### src/design/fpa_pkg.sv
// Shared codes and widths of the partition allocator.
package fpa_pkg;

   // Fixed field widths
   localparam int OPCODE_W   = 2;
   localparam int IN_INDEX_W = 4;
   localparam int IN_SIZE_W  = 16;
   localparam int CSR_IDX_W  = 2;
   localparam int CSR_DATA_W = 5;
   localparam int POLICY_W   = 2;
   localparam int COUNT_W    = 5;

   typedef logic [OPCODE_W-1:0]  opcode_type;
   typedef logic [CSR_IDX_W-1:0] csr_index_type;
   typedef logic [POLICY_W-1:0]  policy_type;

   // Item opcodes
   localparam opcode_type OP_LOAD    = 2'd0;
   localparam opcode_type OP_REQUEST = 2'd1;
   localparam opcode_type OP_CLEAR   = 2'd2;

   // Register indexes
   localparam csr_index_type CSR_FIT_POLICY  = 2'd0;
   localparam csr_index_type CSR_BLOCK_COUNT = 2'd1;

   // Fit policies; the unused code behaves as first fit
   localparam policy_type POL_FIRST = 2'd0;
   localparam policy_type POL_BEST  = 2'd1;
   localparam policy_type POL_WORST = 2'd2;

endpackage

### src/design/fit_policy_partition_allocator.sv
// Fixed-partition allocator with first, best and worst fit over a size memory.
// Load and clear items finish in the cycle they are accepted and give no result.
// A request item scans the partition size memory one entry per cycle, from index
// zero up to but not including min(block_count, MAX_BLOCKS), with a registered
// memory read feeding the compare stage; the input is busy from the accept until
// the result is handed to the output register, so no new item is taken while a
// request scans. The single memory read port sets the scan rate. One result per
// request is held in an output register, so the next item can be taken while
// it waits; a request that finishes while that result is still stalled holds
// the input busy until the output register frees. Used marks live in flip-flops
// and are cleared by reset and by a clear item; partition sizes are undefined
// until loaded.
module fit_policy_partition_allocator #(
   parameter int MAX_BLOCKS = 16,
   parameter int SIZE_BITS  = 16
) (
   input  logic                                clock,
   input  logic                                reset,
   // request channel
   input  logic                                req_valid,
   output logic                                req_stall,
   input  logic [fpa_pkg::OPCODE_W-1:0]        req_opcode,
   input  logic [fpa_pkg::IN_INDEX_W-1:0]      req_block_index,
   input  logic [fpa_pkg::IN_SIZE_W-1:0]       req_size_value,
   // result channel
   output logic                                rsp_valid,
   input  logic                                rsp_stall,
   output logic                                rsp_granted,
   output logic [fpa_pkg::IN_INDEX_W-1:0]      rsp_block_number,
   output logic [fpa_pkg::IN_SIZE_W-1:0]       rsp_block_size,
   // configuration channel
   input  logic                                csr_valid,
   output logic                                csr_ready,
   input  logic [fpa_pkg::CSR_IDX_W-1:0]       csr_index,
   input  logic [fpa_pkg::CSR_DATA_W-1:0]      csr_wdata
);

   localparam int IDX_W = (MAX_BLOCKS > 1) ? $clog2(MAX_BLOCKS) : 1;
   localparam int CNT_W = $clog2(MAX_BLOCKS + 1);

   localparam logic [1:0] ST_IDLE = 2'd0;
   localparam logic [1:0] ST_SCAN = 2'd1;
   localparam logic [1:0] ST_DONE = 2'd2;

   // Configuration registers
   logic [fpa_pkg::POLICY_W-1:0] policy_ff;
   logic [fpa_pkg::COUNT_W-1:0]  count_ff;

   // Control state
   logic [1:0]            state_ff, state_in;
   logic [CNT_W-1:0]      scan_ff, scan_in;
   logic [CNT_W-1:0]      limit_ff, limit_in;
   logic                  pvld_ff, pvld_in;
   logic [IDX_W-1:0]      pidx_ff, pidx_in;
   logic                  found_ff, found_in;
   logic [IDX_W-1:0]      pick_ff, pick_in;
   logic [SIZE_BITS-1:0]  pick_size_ff, pick_size_in;
   logic [SIZE_BITS-1:0]  want_ff, want_in;
   logic [MAX_BLOCKS-1:0] used_ff, used_in;
   logic                  rsp_valid_ff, rsp_valid_in;
   logic                  rsp_granted_ff;
   logic [fpa_pkg::IN_INDEX_W-1:0] rsp_number_ff;
   logic [fpa_pkg::IN_SIZE_W-1:0]  rsp_size_ff;

   // Size memory
   logic [SIZE_BITS-1:0]  size_mem [MAX_BLOCKS];
   logic [SIZE_BITS-1:0]  rd_data_ff;
   logic                  rd_en;
   logic                  wr_en;
   logic [IDX_W-1:0]      wr_addr;

   // Widened views for explicit resizing
   logic [SIZE_BITS+fpa_pkg::IN_SIZE_W-1:0]  req_size_ext;
   logic [IDX_W+fpa_pkg::IN_INDEX_W-1:0]     load_idx_ext;
   logic [CNT_W+fpa_pkg::COUNT_W-1:0]        count_ext;
   logic [IDX_W+fpa_pkg::IN_INDEX_W-1:0]     pick_ext;
   logic [SIZE_BITS+fpa_pkg::IN_SIZE_W-1:0]  pick_size_ext;

   logic in_accept;
   logic out_free;
   logic fits;
   logic take;

   assign in_accept = req_valid && !req_stall;
   assign out_free  = !rsp_valid_ff || !rsp_stall;
   assign req_stall = (state_ff != ST_IDLE);
   assign csr_ready = 1'b1;

   assign req_size_ext  = {{SIZE_BITS{1'b0}}, req_size_value};
   assign load_idx_ext  = {{IDX_W{1'b0}}, req_block_index};
   assign count_ext     = {{CNT_W{1'b0}}, count_ff};
   assign pick_ext      = {{fpa_pkg::IN_INDEX_W{1'b0}}, pick_ff};
   assign pick_size_ext = {{fpa_pkg::IN_SIZE_W{1'b0}}, pick_size_ff};

   // Write a loaded size when the index is in range
   assign wr_en   = in_accept && (req_opcode == fpa_pkg::OP_LOAD)
                    && (load_idx_ext < (IDX_W + fpa_pkg::IN_INDEX_W)'(MAX_BLOCKS));
   assign wr_addr = load_idx_ext[IDX_W-1:0];
   assign rd_en   = (state_ff == ST_SCAN) && (scan_ff < limit_ff);

   always_ff @(posedge clock) begin
      if (wr_en) begin
         size_mem[wr_addr] <= req_size_ext[SIZE_BITS-1:0];
      end
   end

   always_ff @(posedge clock) begin
      if (rd_en) begin
         rd_data_ff <= size_mem[scan_ff[IDX_W-1:0]];
      end
   end

   // Compare stage: a free entry that fits replaces the pick per policy
   assign fits = pvld_ff && !used_ff[pidx_ff] && (rd_data_ff >= want_ff);
   always_comb begin
      take = 1'b0;
      if (fits) begin
         if (!found_ff) begin
            take = 1'b1;
         end else if (policy_ff == fpa_pkg::POL_BEST) begin
            take = (rd_data_ff <= pick_size_ff);
         end else if (policy_ff == fpa_pkg::POL_WORST) begin
            take = (rd_data_ff >= pick_size_ff);
         end
      end
   end

   // Sequencer
   always_comb begin
      state_in     = state_ff;
      scan_in      = scan_ff;
      limit_in     = limit_ff;
      pvld_in      = 1'b0;
      pidx_in      = pidx_ff;
      found_in     = found_ff;
      pick_in      = pick_ff;
      pick_size_in = pick_size_ff;
      want_in      = want_ff;
      used_in      = used_ff;
      rsp_valid_in = rsp_valid_ff && rsp_stall;
      case (state_ff)
         ST_IDLE: begin
            if (in_accept && (req_opcode == fpa_pkg::OP_CLEAR)) begin
               used_in = '0;
            end
            if (in_accept && (req_opcode == fpa_pkg::OP_REQUEST)) begin
               state_in = ST_SCAN;
               scan_in  = '0;
               found_in = 1'b0;
               pick_in  = '0;
               want_in  = req_size_ext[SIZE_BITS-1:0];
               if (count_ext > (CNT_W + fpa_pkg::COUNT_W)'(MAX_BLOCKS)) begin
                  limit_in = CNT_W'(MAX_BLOCKS);
               end else begin
                  limit_in = count_ext[CNT_W-1:0];
               end
            end
         end
         ST_SCAN: begin
            // issue the next read, evaluate the one returned
            if (rd_en) begin
               pvld_in = 1'b1;
               pidx_in = scan_ff[IDX_W-1:0];
               scan_in = scan_ff + CNT_W'(1);
            end else begin
               state_in = ST_DONE;
            end
            if (take) begin
               found_in     = 1'b1;
               pick_in      = pidx_ff;
               pick_size_in = rd_data_ff;
            end
         end
         ST_DONE: begin
            // hold until the output register is free
            if (out_free) begin
               rsp_valid_in = 1'b1;
               state_in     = ST_IDLE;
               if (found_ff) begin
                  used_in[pick_ff] = 1'b1;
               end
            end
         end
         default: begin
            state_in = ST_IDLE;
         end
      endcase
   end

   always_ff @(posedge clock) begin
      if (reset) begin
         state_ff     <= ST_IDLE;
         scan_ff      <= '0;
         limit_ff     <= '0;
         pvld_ff      <= 1'b0;
         found_ff     <= 1'b0;
         used_ff      <= '0;
         rsp_valid_ff <= 1'b0;
      end else begin
         state_ff     <= state_in;
         scan_ff      <= scan_in;
         limit_ff     <= limit_in;
         pvld_ff      <= pvld_in;
         found_ff     <= found_in;
         used_ff      <= used_in;
         rsp_valid_ff <= rsp_valid_in;
      end
   end

   // Datapath registers
   always_ff @(posedge clock) begin
      pidx_ff      <= pidx_in;
      pick_ff      <= pick_in;
      pick_size_ff <= pick_size_in;
      want_ff      <= want_in;
   end

   // Load the result register when the scan hands over
   always_ff @(posedge clock) begin
      if ((state_ff == ST_DONE) && out_free) begin
         rsp_granted_ff <= found_ff;
         if (found_ff) begin
            rsp_number_ff <= pick_ext[fpa_pkg::IN_INDEX_W-1:0];
            rsp_size_ff   <= pick_size_ext[fpa_pkg::IN_SIZE_W-1:0];
         end else begin
            rsp_number_ff <= '0;
            rsp_size_ff   <= '0;
         end
      end
   end

   // Configuration writes
   always_ff @(posedge clock) begin
      if (reset) begin
         policy_ff <= fpa_pkg::POL_FIRST;
         count_ff  <= '0;
      end else if (csr_valid && csr_ready) begin
         case (csr_index)
            fpa_pkg::CSR_FIT_POLICY:  policy_ff <= csr_wdata[fpa_pkg::POLICY_W-1:0];
            fpa_pkg::CSR_BLOCK_COUNT: count_ff  <= csr_wdata;
            default: begin
            end
         endcase
      end
   end

   assign rsp_valid        = rsp_valid_ff;
   assign rsp_granted      = rsp_granted_ff;
   assign rsp_block_number = rsp_number_ff;
   assign rsp_block_size   = rsp_size_ff;

endmodule

### config.mk
export PLATFORM = sky130hd
export DESIGN_NAME = fit_policy_partition_allocator
export DESIGN_NICKNAME = d
export VERILOG_FILES = /design/src/design/fpa_pkg.sv /design/src/design/fit_policy_partition_allocator.sv
export SDC_FILE = /design/constraint.sdc
export NUM_CORES = 1
export LEC_CHECK = 0
export ABC_AREA = 1
export BUFFER_PORTS_ARGS = -buffer_cell sky130_fd_sc_hd__buf_2
export CORE_MARGIN = 3
export CORE_UTILIZATION = 46
export DETAILED_ROUTE_END_ITERATION = 6
export PLACE_DENSITY_LB_ADDON = 0.1
export SKIP_CTS_REPAIR_TIMING = 1
export SLEW_MARGIN = 15
export SYNTH_ARGS = -nofsm -noshare
export SYNTH_HDL_FRONTEND = slang
export SYNTH_SLANG_ARGS = --single-unit
### constraint.sdc
create_clock -name clock -period 3.5 [get_ports clock]
set_input_delay 0.875 -clock clock [delete_from_list [all_inputs] [get_ports clock]]
set_output_delay 0.875 -clock clock [all_outputs]
set_load 0.03 [all_outputs]
==> results of run 1 <==
==> placed cells by master (no fill, tap or decap), types with 8 or more instances in the layout <==
| cell type | n |
|---|---|
| a21oi_1 | 50 |
| buf_2 | 56 |
| buf_4 | 28 |
| clkbuf_16 | 39 |
| clkinv_1 | 14 |
| clkinv_2 | 9 |
| dfxtp_1 | 36 |
| edfxtp_1 | 333 |
| ha_1 | 37 |
| inv_1 | 101 |
| mux2i_1 | 25 |
| nand2_1 | 116 |
| nand3_1 | 40 |
| nand4_1 | 14 |
| nor2_1 | 186 |
| nor2_2 | 10 |
| nor3_2 | 10 |
| o211ai_1 | 8 |
| o21ai_0 | 85 |
| o221ai_1 | 25 |
| o32ai_1 | 39 |
==> area by class of cell <==
class                      count  area [um2]
tap                          435         544
timing repair buffer          87         551
clock buffer                  45         998
multi-input combinational    665        3740
inverter                     111         418
sequential                   371       10800
clock inverter                23         158
fill                        2732       14800
==> registers in the layout, indices dropped and copies added, names as in the netlist <==
name and cells:
size_mem 256, rsp_granted 1, used_ff 16, rsp_block_number 4, pick_ff 4, pidx_ff 4, policy_ff 2, scan_ff 5
rsp_block_size 16, rsp_valid 1, count_ff 5, limit_ff 5, want_ff 16, found_ff 1, pvld_ff 1, state_ff 2
rd_data_ff 16, pick_size_ff 16
==> per-layer routing <==
layer / routed length (um) / global-route usage, % / vias to the layer above
li1: - / - / 4471
met1: 15000 / 26.5 / 4522
met2: 15500 / 31.1 / 235
met3: 1700 / 2.72 / 46
met4: 611 / 4.71 / 0
met5: 0 / 0 / -
==> worst max-delay path by stage <==
stage,slack [ns],from,to
after detailed placement,0.98,rd_data_ff[7]$_DFFE_PP_,pick_size_ff[4]$_DFFE_PP_
after global routing,0.82,rd_data_ff[7]$_DFFE_PP_,pick_size_ff[4]$_DFFE_PP_
final,1.05,rd_data_ff[7]$_DFFE_PP_,pick_size_ff[4]$_DFFE_PP_
after floorplan,0.54,req_valid,size_mem[7][0]$_DFFE_PP_
after CTS,0.98,rd_data_ff[7]$_DFFE_PP_,pick_size_ff[4]$_DFFE_PP_
after global placement,1.01,req_valid,size_mem[3][4]$_DFFE_PP_
==> cells by family after synthesis <==
family | synth area share [%]
adder cells (fa/ha/maj) | 3.07
other | 0.0248
AO/OA/AOI/OAI | 8.97
flip-flops | 71.3
buffers and inverters | 4.31
multiplexers | 1.66
AND/OR/NAND/NOR | 10.7
==> worst max-delay path: stages (launching register included) <==
cell      delay, ns
edfxtp_1       0.44
ha_1           0.33
nand2_1        0.08
nor3_1         0.28
nand4_1        0.15
nand3_1        0.11
nand2_1        0.05
nand3_1        0.08
nand2_1        0.09
inv_1          0.46
==> cell usage after synthesis <==
master	n	area share, %
edfxtp_1	333	66
nor2_1	194	4.8
nand2_1	116	2.9
inv_1	101	2.5
o21ai_0	85	2.8
a21oi_1	50	1.7
nand3_1	40	1.3
o32ai_1	39	2.3
dfxtp_1	38	5.0
ha_1	37	3.1
clkbuf_1	28	0.70
mux2i_1	25	1.7
o221ai_1	25	1.5
buf_2	16	0.53
nand4_1	14	0.58
nor3_1	10	0.33
o211ai_1	8	0.40
inv_2	7	0.17
buf_1	5	0.12
buf_4	4	0.20
clkinv_1	3	0.075
nand2_2	3	0.12
nor2_2	2	0.083
nor3_2	2	0.13
a211oi_1	1	0.050
a21o_1	1	0.050
a21oi_2	1	0.058
a22oi_1	1	0.050
a31oi_1	1	0.041
and3_1	1	0.041
conb_1	1	0.025
nand2_4	1	0.075
nand3b_1	1	0.050
nor2_4	1	0.075
nor3_4	1	0.11
nor3b_1	1	0.050
o21a_1	1	0.050
o21ai_1	1	0.033
o21bai_1	1	0.050
==> report_power, final <==
group | switching, W | internal, W
clock | 0.00160 | 0.00218
sequential | 0.0000135 | 0.00485
combinational | 0.000216 | 0.0000755
total | 0.00183 | 0.00710
==> metrics by stage <==
stage | cells | cell area, um2 | hold slack (ns) | util [%]
2_1_floorplan | 1200 | 15100 | 0.426 | -
3_3_place_gp | 1669 | 16000 | 0.433 | 50.1
3_5_place_dp | 1669 | 16000 | 0.440 | 50.1
4_1_cts | 1737 | 17200 | 0.450 | 53.8
5_1_grt | 1737 | 17200 | 0.466 | 53.8
6_report | 1737 | 17200 | 0.449 | 53.8
==> impl_metrics.json, run 1 <==
{
  "drc": 0,
  "synthCells": 1200,
  "status": "finished clean",
  "rrSetupSlack_ns": 1.05,
  "final-hold-violation-count": 0,
  "synth_warnings": 0,
  "die_x_um": 187,
  "hp-class": "reg -> reg",
  "power.total_w": 0.00893,
  "cts_buffers": 38,
  "hold_start": "used_ff[3]$_SDFFE_PP0P_",
  "cts.htree.levels": 2,
  "synth.net_count": 1271,
  "cts_root_buffer": "clkbuf_16",
  "start_kind": "flop",
  "fin_skew_ns": 0.0174,
  "grt_max_degree": 132,
  "clock_path_buffers": 3,
  "rows": 65,
  "r2r-start": "rd_data_ff[7]$_DFFE_PP_",
  "setup_tns_ns": 0,
  "num_vias": 9274,
  "first_iter_violations": 574,
  "die_h_um": 187,
  "min_to": "used_ff[3]$_SDFFE_PP0P_",
  "clock_latency_ns": 0.52,
  "cp.required_ns": 3.64,
  "dp_hpwl_um": 20300,
  "grt_pass1_vias": 9045,
  "antennaDiodeCount": 0,
  "synthToLayoutAreaGrowth_pct": 13.8,
  "cap_violations": 0,
  "routed_via_density": 5.34,
  "globalplace.congestion": 0.773,
  "core-area_mm2": 0.0320,
  "fmax_ghz": 0.409,
  "power.leakage_nw": 6.10,
  "grt_first_pass_wirelength_um": 51600,
  "synth.distinct_cells": 39,
  "arrival_ns": 2.59,
  "overflow": 0,
  "r2r-end": "pick_size_ff[4]$_DFFE_PP_",
  "initial_core_util_pct": 47.2,
  "cts_tree": "yes",
  "finalNetCount": 1345,
  "layout_setup_ws_ns": 1.05,
  "final_antenna_net_count": 0,
  "drive_above_1_share_pct": 13.4,
  "drt_pass1_iterations": 5,
  "endpoint_kind": "flop",
  "place_ws_ns": 0.985,
  "syn_area_mm2": 0.0151,
  "setup-violations-final": 0,
  "cts_sinks": 371,
  "path_class": "reg -> reg",
  "worstMarginPinSlew_ns": 0.779,
  "whs_path_depth": 2,
  "portBuffers": 56,
  "p_per_area_mw_per_mm2": 520,
  "ir_drop_mv": 0.425,
  "cp_max_fo": 16,
  "seq_area_frac_synth_pct": 71.3,
  "finalCriticalPeriod_ns": 2.45,
  "maxSlewViolCount": 0,
  "slew_headroom_pct": 48.0,
  "drt_wl_total_um": 32800,
  "rsz0062_at_grt": "no",
  "wl_per_cell_um": 18.9,
  "antenna_found_initial": 0,
  "ys_ff_latch": 371,
  "die-area_mm2": 0.0350,
  "avgSynthCellArea_um2": 12.6,
  "ff2ff_path_depth": 9,
  "clkTransAtPathRegs_ns": 0.06,
  "post-route-period-util_pct": 69.9,
  "track_usage_pct": 18.8,
  "num_io_pins": 58
}
No activity file was read; power rests on OpenSTA's default activity.
==> run 2, diff against run 1 <==
==> constraint.sdc (replaced) <==
create_clock -name clock -period 2.4 [get_ports clock]
set_input_delay 0.6 -clock clock [delete_from_list [all_inputs] [get_ports clock]]
set_output_delay 0.6 -clock clock [all_outputs]
set_load 0.03 [all_outputs]
==> impl_metrics.json, run 2 (same netlist as run 1, synthesis figures left out) <==
{
  "start_kind": "flop",
  "sw_frac_of_total_pct": 20.5,
  "power_frac_clock_pct": 43.0,
  "power.switching_w": 0.00270,
  "power.leakage_nw": 6.24,
  "maxSlewViolCount": 0,
  "min_to": "count_ff[4]$_SDFFE_PP0P_",
  "drc": 0,
  "intPower_w": 0.0105,
  "ff2ff_path_depth": 12,
  "ir_drop_mv": 0.598,
  "rows": 65,
  "final_cell_mix": "edfxtp_1, nor2_1, nand2_1, inv_1, o21ai_0",
  "synthToLayoutAreaGrowth_pct": 16.0,
  "core-area_mm2": 0.0320,
  "pwr-share-seq_pct": 53.8,
  "die-area_mm2": 0.0350,
  "routed_via_density": 5.28,
  "fin_hold_ws_ns": 0.295,
  "clock_latency_ns": 0.53,
  "cp_max_fo": 13,
  "portBuffers": 56,
  "clock_path_buffers": 3,
  "fillers": 2713,
  "finalNetCount": 1361,
  "hp-class": "in -> reg",
  "slew_headroom_pct": 63.3,
  "r2r-start": "rd_data_ff[11]$_DFFE_PP_",
  "final_area_mm2": 0.0175,
  "stdcell_count": 1752,
  "fin_skew_ns": 0.0106,
  "globalplace.congestion": 0.794,
  "cts_tree": "yes",
  "grt_first_pass_wirelength_um": 51300,
  "setup-violations-final": 0,
  "fmax_ghz": 0.475,
  "final_core_util_pct": 54.8,
  "r2r-end": "pick_size_ff[5]$_DFFE_PP_",
  "die_h_um": 187,
  "cts_root_buffer": "clkbuf_16",
  "path_class": "reg -> reg",
  "place_ws_ns": 0.217,
  "final_antenna_net_count": 0,
  "overflow": 0,
  "num_vias": 9251,
  "antennaDiodeCount": 0,
  "drt_pass1_iterations": 5,
  "grt_max_degree": 67,
  "num_io_pins": 58,
  "antenna_found_initial": 0,
  "dp_hpwl_um": 21200,
  "whs_path_depth": 3,
  "p_per_area_mw_per_mm2": 753,
  "arrival_ns": 2.34,
  "rsz0062_at_grt": "no",
  "layout_setup_ws_ns": 0.295,
  "largest_reg_flops": 256,
  "clkTransAtPathRegs_ns": 0.06,
  "max_flop_register": "size_mem",
  "placed_area_mm2": 0.0163,
  "cp.required_ns": 2.63,
  "status": "finished clean",
  "first_iter_violations": 669,
  "worstMarginPinSlew_ns": 0.549,
  "finalCriticalPeriod_ns": 2.11,
  "cts_buffers": 39,
  "die_x_um": 187,
  "cp_cell_sequence": "ha_1 -> nand2_1 -> inv_1 -> nand3_1 -> nor2_1 -> nand4_1 -> nand3_1 -> nand2_1 -> nand3_1 -> nand2_1 -> inv_2 -> buf_12",
  "track_usage_pct": 18.6,
  "initial_core_util_pct": 47.2,
  "comb_power_share_pct": 3.2,
  "endpoint_kind": "flop",
  "final-hold-violation-count": 0,
  "cap_violations": 0,
  "crit_path_top_delay_cell": "edfxtp_1",
  "wl_per_cell_um": 18.5,
  "drt_wl_total_um": 32300,
  "cts.htree.levels": 2,
  "hold_start": "csr_wdata[4]",
  "cts_sinks": 371,
  "drive_above_1_share_pct": 14.8,
  "grt_pass1_vias": 8998,
  "final_common_cell": "edfxtp_1",
  "placed_cells": 1684,
  "rrSetupSlack_ns": 0.29,
  "max_stage_delay_ns": 0.42,
  "post-route-period-util_pct": 87.7
}
[run 2: changes by cell type in the layout (fill, tap and decap cells not counted)]
| cell | previous run | this run |
|---|---|---|
| clkbuf_2 | 0 | 1 |
| clkinv_1 | 14 | 9 |
| clkbuf_8 | 0 | 3 |
| buf_4 | 28 | 29 |
| inv_4 | 0 | 1 |
| buf_12 | 3 | 17 |
| inv_6 | 1 | 3 |
| inv_2 | 6 | 7 |
| clkinv_2 | 9 | 7 |
| inv_1 | 101 | 100 |
[run 2: final cells by class]
cell class	instances	area, um2	share of cell area (%)
Clock buffer	49	1040	5.97
Clock inverter	19	153	0.872
Inverter	111	418	2.39
Multi-Input combinational cell	665	3740	21.4
Sequential cell	371	10800	61.5
Tap cell	435	544	3.11
Timing Repair Buffer	102	838	4.79
[run 2: per-layer routing]
layer  GRT usage (%)  share of wire (%)  up-vias
li1                -                  -     4512
met1            26.0                 46     4498
met2            30.5                 47      197
met3            3.47                5.1       44
met4            4.36                1.6        0
met5               0                  0        -
[run 2: how the worst max path moves through the flow]
stage,startpoint,end,cells after the start,slack [ns]
after floorplan,req_valid,size_mem[0][0]$_DFFE_PP_,4,-0.24
after CTS,rd_data_ff[11]$_DFFE_PP_,pick_size_ff[5]$_DFFE_PP_,12,0.22
after global placement,req_valid,size_mem[7][10]$_DFFE_PP_,7,0.23
after global routing,rd_data_ff[11]$_DFFE_PP_,pick_size_ff[2]$_DFFE_PP_,12,0.04
after detailed placement,req_valid,size_mem[7][10]$_DFFE_PP_,7,0.22
final,rd_data_ff[11]$_DFFE_PP_,pick_size_ff[5]$_DFFE_PP_,12,0.29
[run 2: worst max-delay path, delay by kind of cell, from the launching register on]
kind / cells / cell delay (ns)
AND/OR/NAND/NOR: 8 / 0.75
adder cells (fa/ha/maj): 1 / 0.32
flip-flops: 1 / 0.42
buffers and inverters: 3 / 0.33
[run 2: stage by stage]
step	setup TNS (ns)	power, W
6_report	0	0.0132
5_1_grt	0	0.0137
4_1_cts	0	0.0134
3_5_place_dp	0	0.00766
3_3_place_gp	0	0.00766
2_1_floorplan	-23.25	0.00744
[run 2: power groups by stage]
stage / clock network (W) / logic [W] / registers (W)
final: 0.00567 / 0.000426 / 0.00710
after global routing: 0.00609 / 0.000479 / 0.00710
after CTS: 0.00582 / 0.000433 / 0.00709
after detailed placement: 0 / 0.000432 / 0.00723
after global placement: 0 / 0.000427 / 0.00723
after floorplan: 0 / 0.000209 / 0.00723
==> run 3, diff against run 2 <==
--- a/config.mk
+++ b/config.mk
@@ -11,6 +11,7 @@
 export CORE_UTILIZATION = 46
 export DETAILED_ROUTE_END_ITERATION = 6
 export PLACE_DENSITY_LB_ADDON = 0.1
+export REMOVE_ABC_BUFFERS = 1
 export SKIP_CTS_REPAIR_TIMING = 1
 export SLEW_MARGIN = 15
 export SYNTH_ARGS = -nofsm -noshare
==> impl_metrics.json, run 3 (same netlist as run 1, synthesis figures left out) <==
{
  "status": "finished clean",
  "drc": 0,
  "place_ws_ns": 0.216,
  "cp_max_fo": 8,
  "layout_setup_ws_ns": 0.238,
  "ir_drop_mv": 0.625,
  "final_common_cell": "edfxtp_1",
  "cts_buffers": 40,
  "fmax_ghz": 0.463,
  "cts_sinks": 371,
  "clkTransAtPathRegs_ns": 0.06,
  "hold_start": "csr_wdata[4]",
  "cp-startpoint": "rd_data_ff[6]$_DFFE_PP_",
  "power.leakage_nw": 6.28,
  "grt_max_degree": 84,
  "slew_headroom_pct": 48.1,
  "post-route-period-util_pct": 90.1,
  "final_area_mm2": 0.0176,
  "p_per_area_mw_per_mm2": 753,
  "drive_above_1_share_pct": 14.7,
  "path_class": "reg -> reg",
  "max_flop_register": "size_mem",
  "cp.required_ns": 2.62,
  "die_h_um": 187,
  "r2r-start": "rd_data_ff[6]$_DFFE_PP_",
  "num_vias": 9519,
  "routed_via_density": 5.40,
  "cap_violations": 0,
  "num_io_pins": 58,
  "largest_reg_flops": 256,
  "overflow": 0,
  "final-hold-violation-count": 0,
  "setup-violations-final": 0,
  "regArea_mm2": 0.0108,
  "clock_path_buffers": 3,
  "initial_core_util_pct": 47.2,
  "antenna_found_initial": 1,
  "endpoint_kind": "flop",
  "die-area_mm2": 0.0350,
  "rsz0062_at_grt": "no",
  "core-area_mm2": 0.0320,
  "finalCriticalPeriod_ns": 2.16,
  "rows": 65,
  "cts_tree": "yes",
  "clock_latency_ns": 0.52,
  "placed_cells": 1691,
  "die_x_um": 187,
  "fillers": 2674,
  "final_antenna_net_count": 0,
  "grt_first_pass_wirelength_um": 54100,
  "dp_hpwl_um": 22100,
  "multi_input_area_mm2": 0.00374,
  "fin_skew_ns": 0.0132,
  "placed_area_mm2": 0.0164,
  "start_kind": "flop",
  "maxSlewViolCount": 0,
  "worstMarginPinSlew_ns": 0.774,
  "synthToLayoutAreaGrowth_pct": 16.7,
  "setup_tns_ns": 0,
  "track_usage_pct": 19.9,
  "cts.htree.levels": 2,
  "portBuffers": 56,
  "globalplace.congestion": 0.783,
  "drt_wl_total_um": 34800,
  "cts_root_buffer": "clkbuf_16",
  "hp-class": "in -> reg",
  "grt_pass1_vias": 9259,
  "drt_pass1_iterations": 4,
  "wl_per_cell_um": 19.8,
  "antennaDiodeCount": 0,
  "final_cell_mix": "edfxtp_1, nor2_1, nand2_1, inv_1, o21ai_0",
  "fin_hold_ws_ns": 0.299,
  "arrival_ns": 2.39,
  "first_iter_violations": 816,
  "stdcell_count": 1762,
  "finalNetCount": 1369
}
[run 3: path summary, 6_finish.rpt]
kind                                                    to  slack [ns]  cells after the start
worst min-delay path              count_ff[4]$_SDFFE_PP0P_        0.30                      3
worst min register to register     used_ff[3]$_SDFFE_PP0P_        0.45                      2
worst max register to register  pick_size_ff[12]$_DFFE_PP_        0.24                     10
worst max-delay path            pick_size_ff[12]$_DFFE_PP_        0.24                     10
[run 3: cell type report]
| type | instances | share of cell area (%) |
|---|---|---|
| clock buffer | 57 | 6.22 |
| inverter | 111 | 2.37 |
| sequential | 371 | 61.1 |
| tap | 435 | 3.09 |
| timing repair buffer | 109 | 5.27 |
| clock inverter | 14 | 0.682 |
| multi-input combinational | 665 | 21.2 |
[run 3: worst max-delay path: stages (launching register included)]
cell and delay (ns):
edfxtp_1 0.53, ha_1 0.34, nand2_1 0.07, nor3_1 0.23, nand4_1 0.15, nand3_1 0.11
nand2_1 0.05, nand3_1 0.08, nand2_1 0.08, inv_1 0.07, buf_4 0.17
[run 3: layer usage]
metal / vias to the layer above / GRT usage, % / wire (um) / share of wire, %
met4: 2 / 5.12 / 804 / 2.3
met3: 61 / 2.94 / 1760 / 5.0
met1: 4659 / 27.5 / 15500 / 45
met2: 270 / 33.4 / 16700 / 48
met5: - / 0 / 13 / 0.037
li1: 4527 / - / - / -
[run 3: report_power, final]
part           internal (W)  total (W)  switching, W
Combinational      0.000124   0.000429      0.000306
Clock               0.00339    0.00575       0.00236
Sequential          0.00707    0.00709     0.0000194
[run 3: stage by stage]
| step | power (W) | util (%) |
|---|---|---|
| 2_1_floorplan | 0.00743 | - |
| 3_3_place_gp | 0.00765 | 51.3 |
| 3_5_place_dp | 0.00766 | 51.3 |
| 4_1_cts | 0.0134 | 55.1 |
| 5_1_grt | 0.0138 | 55.1 |
| 6_report | 0.0133 | 55.1 |
